===== src/rtl/txy_pkg.sv =====
`timescale 1ns / 1ps
package txy_pkg;

  localparam int RING_DEPTH    = 16;
  localparam int SAMPLE_BITS   = 12;
  localparam int RING_IDX_BITS = $clog2(RING_DEPTH);
  localparam int SUM_BITS      = SAMPLE_BITS + RING_IDX_BITS;
  localparam int AVG_BITS      = SAMPLE_BITS;
  localparam int SIZE_BITS     = 11;
  localparam int PROD_BITS     = AVG_BITS + SIZE_BITS;
  localparam int QUOT_BITS     = SIZE_BITS;
  localparam int DIV_CNT_BITS  = $clog2(QUOT_BITS);
  localparam int PIXEL_Y_BITS  = 10;
  localparam int REG_IDX_BITS  = 3;
  localparam int CFG_DATA_BITS = 12;
  localparam int JOBQ_DEPTH    = 2;
  localparam int JOBQ_PTR_BITS = (JOBQ_DEPTH > 1) ? $clog2(JOBQ_DEPTH) : 1;
  localparam int JOBQ_CNT_BITS = $clog2(JOBQ_DEPTH + 1);

  localparam logic [REG_IDX_BITS-1:0] REG_X_LO   = REG_IDX_BITS'(0);
  localparam logic [REG_IDX_BITS-1:0] REG_X_HI   = REG_IDX_BITS'(1);
  localparam logic [REG_IDX_BITS-1:0] REG_Y_LO   = REG_IDX_BITS'(2);
  localparam logic [REG_IDX_BITS-1:0] REG_Y_HI   = REG_IDX_BITS'(3);
  localparam logic [REG_IDX_BITS-1:0] REG_WIDTH  = REG_IDX_BITS'(4);
  localparam logic [REG_IDX_BITS-1:0] REG_HEIGHT = REG_IDX_BITS'(5);

  localparam logic [AVG_BITS-1:0]  RST_X_LO   = AVG_BITS'(1500);
  localparam logic [AVG_BITS-1:0]  RST_X_HI   = AVG_BITS'(3500);
  localparam logic [AVG_BITS-1:0]  RST_Y_LO   = AVG_BITS'(1700);
  localparam logic [AVG_BITS-1:0]  RST_Y_HI   = AVG_BITS'(2600);
  localparam logic [SIZE_BITS-1:0] RST_WIDTH  = SIZE_BITS'(640);
  localparam logic [SIZE_BITS-1:0] RST_HEIGHT = SIZE_BITS'(480);

  typedef struct packed {
    logic [AVG_BITS-1:0]  x_lo;
    logic [AVG_BITS-1:0]  x_hi;
    logic [AVG_BITS-1:0]  y_lo;
    logic [AVG_BITS-1:0]  y_hi;
    logic [SIZE_BITS-1:0] width;
    logic [SIZE_BITS-1:0] height;
  } cfg_t;

  typedef struct packed {
    logic                 axis;
    logic [AVG_BITS-1:0]  x_avg;
    logic [AVG_BITS-1:0]  y_avg;
    logic                 valid;
    logic [SIZE_BITS-1:0] width;
    logic [PROD_BITS-1:0] x_num;
    logic [AVG_BITS-1:0]  x_den;
    logic [PROD_BITS-1:0] y_num;
    logic [AVG_BITS-1:0]  y_den;
  } job_t;

  typedef enum logic [1:0] {
    ST_IDLE,
    ST_DIV_X,
    ST_DIV_Y,
    ST_DONE
  } back_state_t;

endpackage


===== src/rtl/txy_front.sv =====
`timescale 1ns / 1ps
module txy_front import txy_pkg::*; (
  input  logic                   clk,
  input  logic                   rst,
  input  cfg_t                   cfg,
  input  logic                   push,
  output logic                   full,
  input  logic [SAMPLE_BITS-1:0] adc_sample,
  output logic                   job_push,
  output job_t                   job,
  input  logic                   job_full
);

  logic [SAMPLE_BITS-1:0]   x_ring [RING_DEPTH];
  logic [SAMPLE_BITS-1:0]   y_ring [RING_DEPTH];
  logic [RING_DEPTH-1:0]    x_vld;
  logic [RING_DEPTH-1:0]    y_vld;
  logic [RING_IDX_BITS-1:0] x_slot;
  logic [RING_IDX_BITS-1:0] y_slot;
  logic [SUM_BITS-1:0]      x_sum;
  logic [SUM_BITS-1:0]      y_sum;
  logic                     next_is_x;
  logic                     pend;
  logic                     pend_axis;

  logic                     accept;
  logic [SAMPLE_BITS-1:0]   x_old;
  logic [SAMPLE_BITS-1:0]   y_old;
  logic [RING_IDX_BITS-1:0] x_slot_next;
  logic [RING_IDX_BITS-1:0] y_slot_next;
  logic [AVG_BITS-1:0]      x_avg;
  logic [AVG_BITS-1:0]      y_avg;
  logic                     x_in;
  logic                     y_in;
  logic [AVG_BITS-1:0]      x_off;
  logic [AVG_BITS-1:0]      y_off;

  assign full   = pend;
  assign accept = push & ~full;

  // entries never written read as zero
  assign x_old = x_vld[x_slot] ? x_ring[x_slot] : '0;
  assign y_old = y_vld[y_slot] ? y_ring[y_slot] : '0;

  assign x_slot_next = (x_slot == RING_IDX_BITS'(RING_DEPTH - 1)) ? '0 : x_slot + 1'b1;
  assign y_slot_next = (y_slot == RING_IDX_BITS'(RING_DEPTH - 1)) ? '0 : y_slot + 1'b1;

  always_ff @(posedge clk) begin
    if (rst) begin
      x_vld     <= '0;
      y_vld     <= '0;
      x_slot    <= '0;
      y_slot    <= '0;
      x_sum     <= '0;
      y_sum     <= '0;
      next_is_x <= 1'b0;
      pend      <= 1'b0;
      pend_axis <= 1'b0;
    end else if (accept) begin
      if (next_is_x) begin
        x_vld[x_slot] <= 1'b1;
        x_slot        <= x_slot_next;
        x_sum         <= x_sum - SUM_BITS'(x_old) + SUM_BITS'(adc_sample);
      end else begin
        y_vld[y_slot] <= 1'b1;
        y_slot        <= y_slot_next;
        y_sum         <= y_sum - SUM_BITS'(y_old) + SUM_BITS'(adc_sample);
      end
      next_is_x <= ~next_is_x;
      pend      <= 1'b1;
      pend_axis <= next_is_x;
    end else if (job_push) begin
      pend <= 1'b0;
    end
  end

  always_ff @(posedge clk) begin
    if (accept) begin
      if (next_is_x) begin
        x_ring[x_slot] <= adc_sample;
      end else begin
        y_ring[y_slot] <= adc_sample;
      end
    end
  end

  // classify the sums left by the last beat and form the scaled numerators
  assign x_avg = x_sum[SUM_BITS-1:RING_IDX_BITS];
  assign y_avg = y_sum[SUM_BITS-1:RING_IDX_BITS];
  assign x_in  = (x_avg > cfg.x_lo) && (x_avg < cfg.x_hi);
  assign y_in  = (y_avg > cfg.y_lo) && (y_avg < cfg.y_hi);
  assign x_off = x_avg - cfg.x_lo;
  assign y_off = y_avg - cfg.y_lo;

  assign job_push = pend & ~job_full;

  always_comb begin
    job.axis  = pend_axis;
    job.x_avg = x_avg;
    job.y_avg = y_avg;
    job.valid = x_in & y_in;
    job.width = cfg.width;
    job.x_num = PROD_BITS'(x_off) * PROD_BITS'(cfg.width);
    job.x_den = cfg.x_hi - cfg.x_lo;
    job.y_num = PROD_BITS'(y_off) * PROD_BITS'(cfg.height);
    job.y_den = cfg.y_hi - cfg.y_lo;
  end

endmodule


===== src/rtl/txy_fifo.sv =====
`timescale 1ns / 1ps
module txy_fifo import txy_pkg::*; (
  input  logic clk,
  input  logic rst,
  input  logic push,
  input  job_t din,
  output logic full,
  input  logic pop,
  output job_t dout,
  output logic empty
);

  job_t                     mem [JOBQ_DEPTH];
  logic [JOBQ_PTR_BITS-1:0] wr_ptr;
  logic [JOBQ_PTR_BITS-1:0] rd_ptr;
  logic [JOBQ_CNT_BITS-1:0] count;
  logic                     do_push;
  logic                     do_pop;

  assign full    = (count == JOBQ_CNT_BITS'(JOBQ_DEPTH));
  assign empty   = (count == '0);
  assign do_push = push & ~full;
  assign do_pop  = pop & ~empty;
  assign dout    = mem[rd_ptr];

  always_ff @(posedge clk) begin
    if (rst) begin
      wr_ptr <= '0;
      rd_ptr <= '0;
      count  <= '0;
    end else begin
      if (do_push) begin
        wr_ptr <= (wr_ptr == JOBQ_PTR_BITS'(JOBQ_DEPTH - 1)) ? '0 : wr_ptr + 1'b1;
      end
      if (do_pop) begin
        rd_ptr <= (rd_ptr == JOBQ_PTR_BITS'(JOBQ_DEPTH - 1)) ? '0 : rd_ptr + 1'b1;
      end
      if (do_push && !do_pop) begin
        count <= count + 1'b1;
      end else if (do_pop && !do_push) begin
        count <= count - 1'b1;
      end
    end
  end

  always_ff @(posedge clk) begin
    if (do_push) begin
      mem[wr_ptr] <= din;
    end
  end

endmodule


===== src/rtl/txy_back.sv =====
`timescale 1ns / 1ps
module txy_back import txy_pkg::*; (
  input  logic                    clk,
  input  logic                    rst,
  input  job_t                    q_job,
  input  logic                    q_empty,
  output logic                    q_pop,
  input  logic                    pop,
  output logic                    empty,
  output logic                    axis_updated,
  output logic [AVG_BITS-1:0]     x_average,
  output logic [AVG_BITS-1:0]     y_average,
  output logic                    point_valid,
  output logic [SIZE_BITS-1:0]    pixel_x,
  output logic [PIXEL_Y_BITS-1:0] pixel_y
);

  back_state_t state;
  back_state_t state_next;

  job_t                    job_r;
  logic [AVG_BITS-1:0]     rem;
  logic [QUOT_BITS-1:0]    dq;
  logic [AVG_BITS-1:0]     div;
  logic [DIV_CNT_BITS-1:0] cnt;
  logic [QUOT_BITS-1:0]    x_quot;
  logic                    out_valid;

  logic                    ld_x;
  logic                    ld_y;
  logic                    step;
  logic                    out_wr;
  logic                    out_free;
  logic                    last;
  logic [AVG_BITS:0]       trial;
  logic [AVG_BITS:0]       diff;
  logic                    fits;
  logic [AVG_BITS-1:0]     rem_step;
  logic [QUOT_BITS-1:0]    dq_step;

  // restoring divide, one quotient bit a cycle; dq holds the numerator's
  // low bits and collects the quotient behind them
  assign trial    = {rem, dq[QUOT_BITS-1]};
  assign fits     = trial >= {1'b0, div};
  assign diff     = trial - {1'b0, div};
  assign rem_step = fits ? diff[AVG_BITS-1:0] : trial[AVG_BITS-1:0];
  assign dq_step  = {dq[QUOT_BITS-2:0], fits};
  assign last     = (cnt == DIV_CNT_BITS'(QUOT_BITS - 1));
  assign out_free = ~out_valid | pop;
  assign empty    = ~out_valid;

  always_ff @(posedge clk) begin
    if (rst) begin
      state <= ST_IDLE;
    end else begin
      state <= state_next;
    end
  end

  always_comb begin
    state_next = state;
    unique case (state)
      ST_IDLE: begin
        if (!q_empty) begin
          state_next = q_job.valid ? ST_DIV_X : ST_DONE;
        end
      end
      ST_DIV_X: begin
        if (last) begin
          state_next = ST_DIV_Y;
        end
      end
      ST_DIV_Y: begin
        if (last) begin
          state_next = ST_DONE;
        end
      end
      ST_DONE: begin
        if (out_free) begin
          state_next = ST_IDLE;
        end
      end
      default: state_next = ST_IDLE;
    endcase
  end

  always_comb begin
    q_pop  = 1'b0;
    ld_x   = 1'b0;
    ld_y   = 1'b0;
    step   = 1'b0;
    out_wr = 1'b0;
    unique case (state)
      ST_IDLE: begin
        q_pop = ~q_empty;
        ld_x  = ~q_empty;
      end
      ST_DIV_X: begin
        step = 1'b1;
        ld_y = last;
      end
      ST_DIV_Y: begin
        step = 1'b1;
      end
      ST_DONE: begin
        out_wr = out_free;
      end
      default: begin
        q_pop = 1'b0;
      end
    endcase
  end

  // quotients stay below the screen size, so the top bits of the
  // numerator already lie below the divisor
  always_ff @(posedge clk) begin
    if (ld_x) begin
      job_r <= q_job;
      rem   <= q_job.x_num[PROD_BITS-1:QUOT_BITS];
      dq    <= q_job.x_num[QUOT_BITS-1:0];
      div   <= q_job.x_den;
      cnt   <= '0;
    end else if (ld_y) begin
      x_quot <= dq_step;
      rem    <= job_r.y_num[PROD_BITS-1:QUOT_BITS];
      dq     <= job_r.y_num[QUOT_BITS-1:0];
      div    <= job_r.y_den;
      cnt    <= '0;
    end else if (step) begin
      rem <= rem_step;
      dq  <= dq_step;
      cnt <= cnt + 1'b1;
    end
  end

  always_ff @(posedge clk) begin
    if (rst) begin
      out_valid <= 1'b0;
    end else if (out_wr) begin
      out_valid <= 1'b1;
    end else if (pop) begin
      out_valid <= 1'b0;
    end
  end

  always_ff @(posedge clk) begin
    if (out_wr) begin
      axis_updated <= job_r.axis;
      x_average    <= job_r.x_avg;
      y_average    <= job_r.y_avg;
      point_valid  <= job_r.valid;
      pixel_x      <= job_r.valid ? job_r.width - x_quot : '0;
      pixel_y      <= job_r.valid ? dq[PIXEL_Y_BITS-1:0] : '0;
    end
  end

endmodule


===== src/rtl/touch_xy_average_and_scale.sv =====
`timescale 1ns / 1ps
// Touchscreen averager and scaler. Samples alternate Y, X, Y, ... from reset;
// each feeds a 16-deep ring per axis whose running sum gives the average, and
// every sample yields one result beat with both averages and, when both lie
// strictly inside their windows, the mirrored X and plain Y pixel position.
// The front takes no new sample until the last point has gone to a two-entry
// job queue. The back works one job at a time through a single shared
// restoring divider, one quotient bit a cycle: a valid point goes through
// fetch, X divide, Y divide and store, an invalid one skips the divides,
// and no job is fetched before the last is stored. Ring valid flags, sums
// and the axis toggle clear at reset. The user must see that configuration
// is written through the cfg port while no sample is in flight; unchecked.
module touch_xy_average_and_scale import txy_pkg::*; (
  input  logic                     clk,
  input  logic                     rst,
  input  logic                     cfg_write,
  input  logic [REG_IDX_BITS-1:0]  cfg_index,
  input  logic [CFG_DATA_BITS-1:0] cfg_data,
  input  logic                     push,
  output logic                     full,
  input  logic [SAMPLE_BITS-1:0]   adc_sample,
  output logic                     empty,
  input  logic                     pop,
  output logic                     axis_updated,
  output logic [AVG_BITS-1:0]      x_average,
  output logic [AVG_BITS-1:0]      y_average,
  output logic                     point_valid,
  output logic [SIZE_BITS-1:0]     pixel_x,
  output logic [PIXEL_Y_BITS-1:0]  pixel_y
);

  cfg_t cfg;
  job_t front_job;
  job_t q_job;
  logic job_push;
  logic job_full;
  logic q_pop;
  logic q_empty;

  always_ff @(posedge clk) begin
    if (rst) begin
      cfg.x_lo   <= RST_X_LO;
      cfg.x_hi   <= RST_X_HI;
      cfg.y_lo   <= RST_Y_LO;
      cfg.y_hi   <= RST_Y_HI;
      cfg.width  <= RST_WIDTH;
      cfg.height <= RST_HEIGHT;
    end else if (cfg_write) begin
      unique case (cfg_index)
        REG_X_LO:   cfg.x_lo   <= cfg_data[AVG_BITS-1:0];
        REG_X_HI:   cfg.x_hi   <= cfg_data[AVG_BITS-1:0];
        REG_Y_LO:   cfg.y_lo   <= cfg_data[AVG_BITS-1:0];
        REG_Y_HI:   cfg.y_hi   <= cfg_data[AVG_BITS-1:0];
        REG_WIDTH:  cfg.width  <= cfg_data[SIZE_BITS-1:0];
        REG_HEIGHT: cfg.height <= cfg_data[SIZE_BITS-1:0];
        default: begin
        end
      endcase
    end
  end

  txy_front u_front (
    .clk        (clk),
    .rst        (rst),
    .cfg        (cfg),
    .push       (push),
    .full       (full),
    .adc_sample (adc_sample),
    .job_push   (job_push),
    .job        (front_job),
    .job_full   (job_full)
  );

  txy_fifo u_jobq (
    .clk   (clk),
    .rst   (rst),
    .push  (job_push),
    .din   (front_job),
    .full  (job_full),
    .pop   (q_pop),
    .dout  (q_job),
    .empty (q_empty)
  );

  txy_back u_back (
    .clk          (clk),
    .rst          (rst),
    .q_job        (q_job),
    .q_empty      (q_empty),
    .q_pop        (q_pop),
    .pop          (pop),
    .empty        (empty),
    .axis_updated (axis_updated),
    .x_average    (x_average),
    .y_average    (y_average),
    .point_valid  (point_valid),
    .pixel_x      (pixel_x),
    .pixel_y      (pixel_y)
  );

endmodule


===== config.mk =====
export PLATFORM = sky130hd
export DESIGN_NAME = touch_xy_average_and_scale
export DESIGN_NICKNAME = d
export VERILOG_FILES = /design/src/rtl/txy_pkg.sv /design/src/rtl/txy_front.sv /design/src/rtl/txy_fifo.sv /design/src/rtl/txy_back.sv /design/src/rtl/touch_xy_average_and_scale.sv
export SDC_FILE = /design/constraint.sdc
export NUM_CORES = 2
export LEC_CHECK = 0
export BUFFER_PORTS_ARGS = -buffer_cell sky130_fd_sc_hd__clkbuf_2
export CORE_ASPECT_RATIO = 1.25
export CORE_MARGIN = 2
export CORE_UTILIZATION = 40
export DETAILED_ROUTE_END_ITERATION = 10
export GPL_TIMING_DRIVEN = 1
export SKIP_LAST_GASP = 1
export SLEW_MARGIN = 25
export SYNTH_ARGS = -nofsm -noshare
export SYNTH_HDL_FRONTEND = slang
export SYNTH_SLANG_ARGS = --single-unit

===== constraint.sdc =====
create_clock -name clk -period 12.29 [get_ports clk]
set_clock_uncertainty 0.1 [all_clocks]
set_input_delay 1.229 -clock clk [delete_from_list [all_inputs] [get_ports clk]]
set_output_delay 1.229 -clock clk [all_outputs]
set_load 0.1 [all_outputs]

; ---- Word level (Yosys, flattened, before mapping)
; Memories as Yosys holds them, arrays and structs flattened. A register that Yosys moved wholly into a read port is not among the register bits.
; Index checks and enable logic that the tools add are counted.
[word_totals]
ff_bits = 321
ram_bits = 598
word_cells = 180
mem_count = 3
[mem_list]
columns = name, words, word_bits, read_ports, rd_clocked_by_memory_dff, write_ports, line
row1 = u_jobq.mem, 2, 107, 1, 1, 1, txy_fifo.sv:13  ; job_t mem [JOBQ_DEPTH];
row2 = u_front.x_ring, 16, 12, 1, 1, 1, txy_front.sv:14  ; logic [SAMPLE_BITS-1:0] x_ring [RING_DEPTH];
row3 = u_front.y_ring, 16, 12, 1, 1, 1, txy_front.sv:15  ; logic [SAMPLE_BITS-1:0] y_ring [RING_DEPTH];
[classes]
addsub = 17
mul = 2
magnitude_cmp = 9
eq_ne = 16
mux = 53
bitwise_logic = 14
reduce_logical = 28
[ops]
columns = cell, n
row1 = $mux W12, 8
row2 = $sub A12 B12 Y12, 5
row3 = $mul A12 B11 Y23, 2
row4 = $mux W11, 3
row5 = $add A16 B12 Y16, 2
row6 = $or A16 B16 Y16, 2
row7 = $sub A16 B12 Y16, 2
row8 = $gt A12 B12 Y1, 2
row9 = $lt A12 B12 Y1, 2
row10 = $mux W1, 24
row11 = $mux W4, 6
row12 = $reduce_and A2 Y1, 9
row13 = $mux W2, 7
row14 = $ge A13 B12 Y1, 1
row15 = $add A4 B1 Y4 const B, 3
row16 = $eq A4 B4 Y1 const B, 3
row17 = $sub A11 B11 Y11, 1
row18 = $lt A4 B5 Y1 const B, 2
row19 = $bmux W1 S4, 2
row20 = $demux W1 S4, 2
row21 = $ge A4 B1 Y1 const B, 2
row22 = $pmux W2 S4, 1
row23 = $reduce_bool A2 Y1, 4
row24 = $eq A2 B2 Y1 const B, 3
row25 = other kinds (19), 41

; ---- Depth between registers and ports, before layout
[logic_depth]
word_depth = 8
ltp_mapped = 30

; ---- By module
; A second synthesis with hierarchy kept.
[hier_totals]
cells_unflattened = 3806
area_unflattened_um2 = 49745.2
[modules_own_cells]
columns = mod, n_inst, cells_per_inst, area_each_um2
row1 = txy_front, 1, 2656, 31695.4
row2 = txy_fifo, 1, 358, 8052.7
row3 = txy_back, 1, 533, 7231.9
row4 = touch_xy_average_and_scale, 1, 259, 2765.2

; ---- Worst setup path after synthesis
; OpenSTA, ideal clock, no wires.
[synth_timing]
path_type = register -> register
start = register u_front.x_sum[4]
end = memory u_jobq.mem[0][69] (netlist name), data pin
setup_time_ps = 277
arrival_ps = 6586
slack_ps = 5327
path_stages_with_launch = 29
period_less_slack_ps = 6963
cell_sequence = dfxtp_1 -> inv_1 -> ha_1 -> inv_1 -> fa_1 -> a21o_1 -> a21oi_1 -> nor2b_1 -> o21ai_0 -> nor2b_1 -> xnor2_1 -> clkbuf_1 -> nand2_1 -> fa_1 -> fa_1 -> fa_1 -> inv_1 -> fa_1 -> inv_1 -> fa_1 -> inv_1 -> ha_1 -> a21o_1 -> a21oi_1 -> o211ai_1 -> o32ai_1 -> o21ai_1 -> o31ai_2 -> o211ai_1
[synth_rtl]
columns = item, line
row1 = "start, declared", txy_front.sv:20  ; logic [SUM_BITS-1:0] x_sum;
row2 = "start signal, assigned", txy_front.sv:63  ; x_sum <= x_sum - SUM_BITS'(x_old) + SUM_BITS'(adc_sample);
row3 = "end, declared", txy_fifo.sv:13

==> run summary <==
ROUTING
------------------------------------------------------------------------------------
DRC violation count after routing                                                  0
Routed wire length                                                            108 mm
TritonRoute pass-1 iters                                                           5
Detailed router's first-iteration violation count                               1745
WL per Instance                                                              19.7 µm
DR vias                                                                        28300
ANT nets after route                                                               0
Vias per inst                                                                   5.15

YOSYS
------------------------------------------------------------------------------------
Synthesized netlist cell count                                                  3750
Number of nets produced by synthesis                                            4250
Mux contribution to synthesized area                                          0.0859
Most common flop cell mapped by yosys                                       edfxtp_1
Largest family of logic cells by synthesized area                        adder cells
Library cell occupying the most area in the post-synthesis netlist          edfxtp_1
Post-Synthesis Mean Instance Area                                           12.9 µm²
Adder-cell area share of the yosys netlist                                     0.153
Yosys reg bits                                                                   928
Count of flip-flops with a built-in enable after synthesis                       763
Synthesized-area fraction occupied by xor and xnor cells                      0.0198
Sequential share of the synthesized area                                       0.540
Yosys cell types                                                                  78
Post-synthesis compound-gate area fraction                                    0.0617
Netlist Area Pre-Place                                                    0.0486 mm²
Proportion of synthesized flip-flops having asynchronous set or reset              0
Simple-gate share of the synthesized area                                     0.0949
Synth warn                                                                         0
Main area contributors after synthesis                                  edfxtp_1, fa_1, dfxtp_1
Top-area cell type share of the netlist area                                   0.472

HOLD PATH
------------------------------------------------------------------------------------
WHS Endpoint                                                            u_back.x_average[7]$_DFFE_PP_
Hold path startpoint                                                    u_back.job_r[101]$_DFFE_PP_
Cell count of the worst hold path                                                  0
Min-delay worst type                                                    flop to flop

LAYOUT
------------------------------------------------------------------------------------
Fraction of final layout cells sized beyond drive strength 1                   0.135
Number of fillers in the final layout                                          10900
NumNets Final                                                                   4332
Relative area change from synthesis to final layout                            11.3%
Cell area after layout                                                    0.0541 mm²

FLOORPLANNING
------------------------------------------------------------------------------------
Overall die width                                                             316 µm
Vertical die dimension                                                        394 µm
Number of placement rows                                                         142
Die Outline Area                                                           0.124 mm²
Starting Density                                                               0.404
# IOs                                                                             81
Placeable core region                                                      0.120 mm²

PLACED DESIGN
------------------------------------------------------------------------------------
Routability congestion estimate                                                0.827
Post-detail-place hpwl                                                       76.2 mm
Number of I/O port buffers                                                        80
Placed Area                                                               0.0509 mm²

SETUP PATH
------------------------------------------------------------------------------------
Critical-path maximum fanout                                                      11
Startpoint class of the critical path                                           flop
Reg-to-Reg Start                                                        u_front.x_sum[4]$_SDFFE_PP0P_
Worst Reg-to-Reg Cells                                                            27
Register-to-register setup slack                                             4.51 ns
Crit path arrival time                                                       8.06 ns
Reg2Reg Capture Point                                                   u_jobq.mem[0][69]$_DFFE_PP_
Required time of the worst setup path                                       12.57 ns
WS Path Type                                                            flop to flop
Element type at the critical path end                                           flop

TIMING
------------------------------------------------------------------------------------
Clock period minus worst slack                                               7.78 ns
Highest achievable clock rate                                                129 MHz
Final clock period utilization by the worst path                               0.633
Unrepaired setup endpoints after global routing                                false
Worst slew margin relative to its limit                                        0.246
Post-route setup TNS                                                            0 ns
Hold violation count in the final report                                           0
Worst slew pin tran                                                          1.13 ns
Count of endpoints failing setup in the final report                               0
Fin. max-slew vios                                                                 0

GLOBAL ROUTE
------------------------------------------------------------------------------------
Global-route total usage across every layer                                    0.177
Number of antenna violations at the first check in global routing                  5
Largest net degree at the start of global routing                                 90
Total grt overflow                                                                 0
Wire length of the first global-routing pass                                  169 mm
Vias in the first global route                                                 29500

PWR
------------------------------------------------------------------------------------
Pleak                                                                      0.0207 µW
Maximum vdd ir drop                                                           543 µV
Power density relative to cell area                                       254 mW/mm²

CTS
------------------------------------------------------------------------------------
Worst-path clk slew                                                          0.06 ns
Number of instances resized during post-cts repair                                 0
TritonCTS sink count                                                             928
Hold bufs inserted after CTS                                                       0
Maximum buffer depth of the clock tree                                             3
Clock Latency Late Sink                                                      0.69 ns
Clk Tree Root Cell                                                         clkbuf_16
Number of H-tree branching levels                                                  3
TritonCTS clock tree                                                            done
Clock buffers created by TritonCTS                                                96
Post-CTS Setup Inserts                                                             0

JOB
------------------------------------------------------------------------------------
Count of maximum capacitance violations                                            0

OUTCOME
------------------------------------------------------------------------------------
Run status                                                              complete, no violations

kinds of logic (layout without fill, tap and decap cells):
group,Yosys count,count (layout)
buffers and inverters,578,740
xor gates and xnor gates,110,110
muxes,247,247
other,0,1
and+or+nand+nor,954,954
DFF,928,928
AOI/OAI and AO/OA,465,465
adders and majority gates,468,468
synth_stat cells, drive strengths merged, types with 3 or more instances:
cell type / number
a211oi: 28
o21a: 18
o311ai: 3
a311oi: 3
mux2i: 40
o22ai: 5
mux4: 128
a31oi: 17
mux2: 79
or3: 8
xor2: 34
buf: 21
xnor2: 76
nand3b: 13
a31o: 4
a21o: 40
a41oi: 4
nor2: 188
fa: 208
o211ai: 11
o31ai: 13
dfxtp: 165
clkbuf: 132
a21oi: 156
nor3b: 8
a2111oi: 3
inv: 424
and3: 17
nor3: 42
ha: 260
o21ai: 85
nand3: 25
a211o: 23
a221oi: 6
nand4: 14
a21boi: 13
nand2: 343
nand2b: 32
a22oi: 5
nor2b: 85
edfxtp: 763
o21bai: 11
or2: 5
and2: 164
flip-flops by register name, summed over array words and instances, names as in the netlist, 10 cells and up, named ones only:
register / cells
u_jobq.mem: 214
u_front.x_ring: 192
u_front.y_ring: 192
u_back.job_r: 72
cfg: 70
u_front.x_sum: 16
u_front.x_vld: 16
u_front.y_sum: 16
u_front.y_vld: 16
u_back.div: 12
u_back.rem: 12
u_back.x_average: 12
u_back.y_average: 12
u_back.dq: 11
u_back.pixel_x: 11
u_back.x_quot: 11
u_back.pixel_y: 10
worst max path at each step:
| stage | startpoint | endpoint | slack, ns | depth (start not counted) |
|---|---|---|---|---|
| 2_1_floorplan | u_front.x_sum[4]$_SDFFE_PP0P_ | u_jobq.mem[0][69]$_DFFE_PP_ | 5.33 | 28 |
| 3_3_place_gp | u_front.x_sum[4]$_SDFFE_PP0P_ | u_jobq.mem[0][69]$_DFFE_PP_ | 4.72 | 27 |
| 3_5_place_dp | u_front.x_sum[4]$_SDFFE_PP0P_ | u_jobq.mem[1][69]$_DFFE_PP_ | 4.53 | 27 |
| 4_1_cts | u_front.x_sum[4]$_SDFFE_PP0P_ | u_jobq.mem[1][69]$_DFFE_PP_ | 4.49 | 27 |
| 5_1_grt | u_front.x_sum[4]$_SDFFE_PP0P_ | u_jobq.mem[1][69]$_DFFE_PP_ | 3.96 | 28 |
| 6_report | u_front.x_sum[4]$_SDFFE_PP0P_ | u_jobq.mem[0][69]$_DFFE_PP_ | 4.51 | 27 |
cells in the final DEF, fill, tap and decap left out, types with 77 or more instances in the layout:
cell / n
a21oi_1: 156
and2_1: 163
clkbuf_16: 98
clkbuf_2: 79
dfxtp_1: 160
edfxtp_1: 763
fa_1: 208
ha_1: 260
inv_1: 422
mux2_2: 79
mux4_2: 128
nand2_1: 343
nor2_1: 184
nor2b_1: 83
o21ai_0: 77
worst max-delay path: stages, from the launching register on:
cell and delay, ns:
dfxtp_1 0.34, inv_1 0.11, ha_1 0.18, inv_1 0.06, fa_1 0.39, a21o_1 0.20
a21oi_1 0.27, nor2b_1 0.08, o21ai_0 0.25, a211oi_1 0.16, nor2_1 0.57, nand2_1 0.17
fa_1 0.54, fa_1 0.52, inv_1 0.05, fa_1 0.49, fa_1 0.49, inv_1 0.05
fa_1 0.47, inv_1 0.04, ha_1 0.33, and3_1 0.23, nand3_1 0.09, nor3_1 0.07
o32ai_1 0.52, o21ai_1 0.23, o31ai_2 0.33, o211ai_1 0.16
through the flow:
stage	worst slack (ns)	cells	hold slack, ns	total power [µW]	utilization
6_report	4.51	5497	0.311	13700	0.450
5_1_grt	3.96	5496	0.321	14800	0.450
4_1_cts	4.49	5496	0.309	13900	0.450
3_5_place_dp	4.53	5318	0.305	11000	0.424
3_3_place_gp	4.72	5318	0.304	10900	0.424
2_1_floorplan	5.33	3750	0.300	9360	-
report_power, final:
group          total [µW]  switching (µW)  internal, µW
Clock                2900            1260          1650
Combinational        6230            3680          2550
Sequential           4570             213          4360
Total               13700            5150          8560
per-layer routing:
layer | track usage | up-vias | share of wire
met5 | 0 | - | 0
met3 | 0.0211 | 163 | 0.039
li1 | - | 13300 | -
met1 | 0.224 | 14300 | 0.42
met2 | 0.312 | 527 | 0.51
met4 | 0.0570 | 0 | 0.029
layout make-up:
type	count	area (µm²)	share of cell area
Sequential cell	928	26200	0.485
Multi-Input combinational cell	2244	20300	0.375
Clock buffer	119	2530	0.0468
Tap cell	1584	1980	0.0367
Inverter	425	1600	0.0296
Timing Repair Buffer	137	842	0.0156
Clock inverter	59	616	0.0114
Antenna cell	1	2.50	0.0000463
No activity file was read; power rests on OpenSTA's default activity.
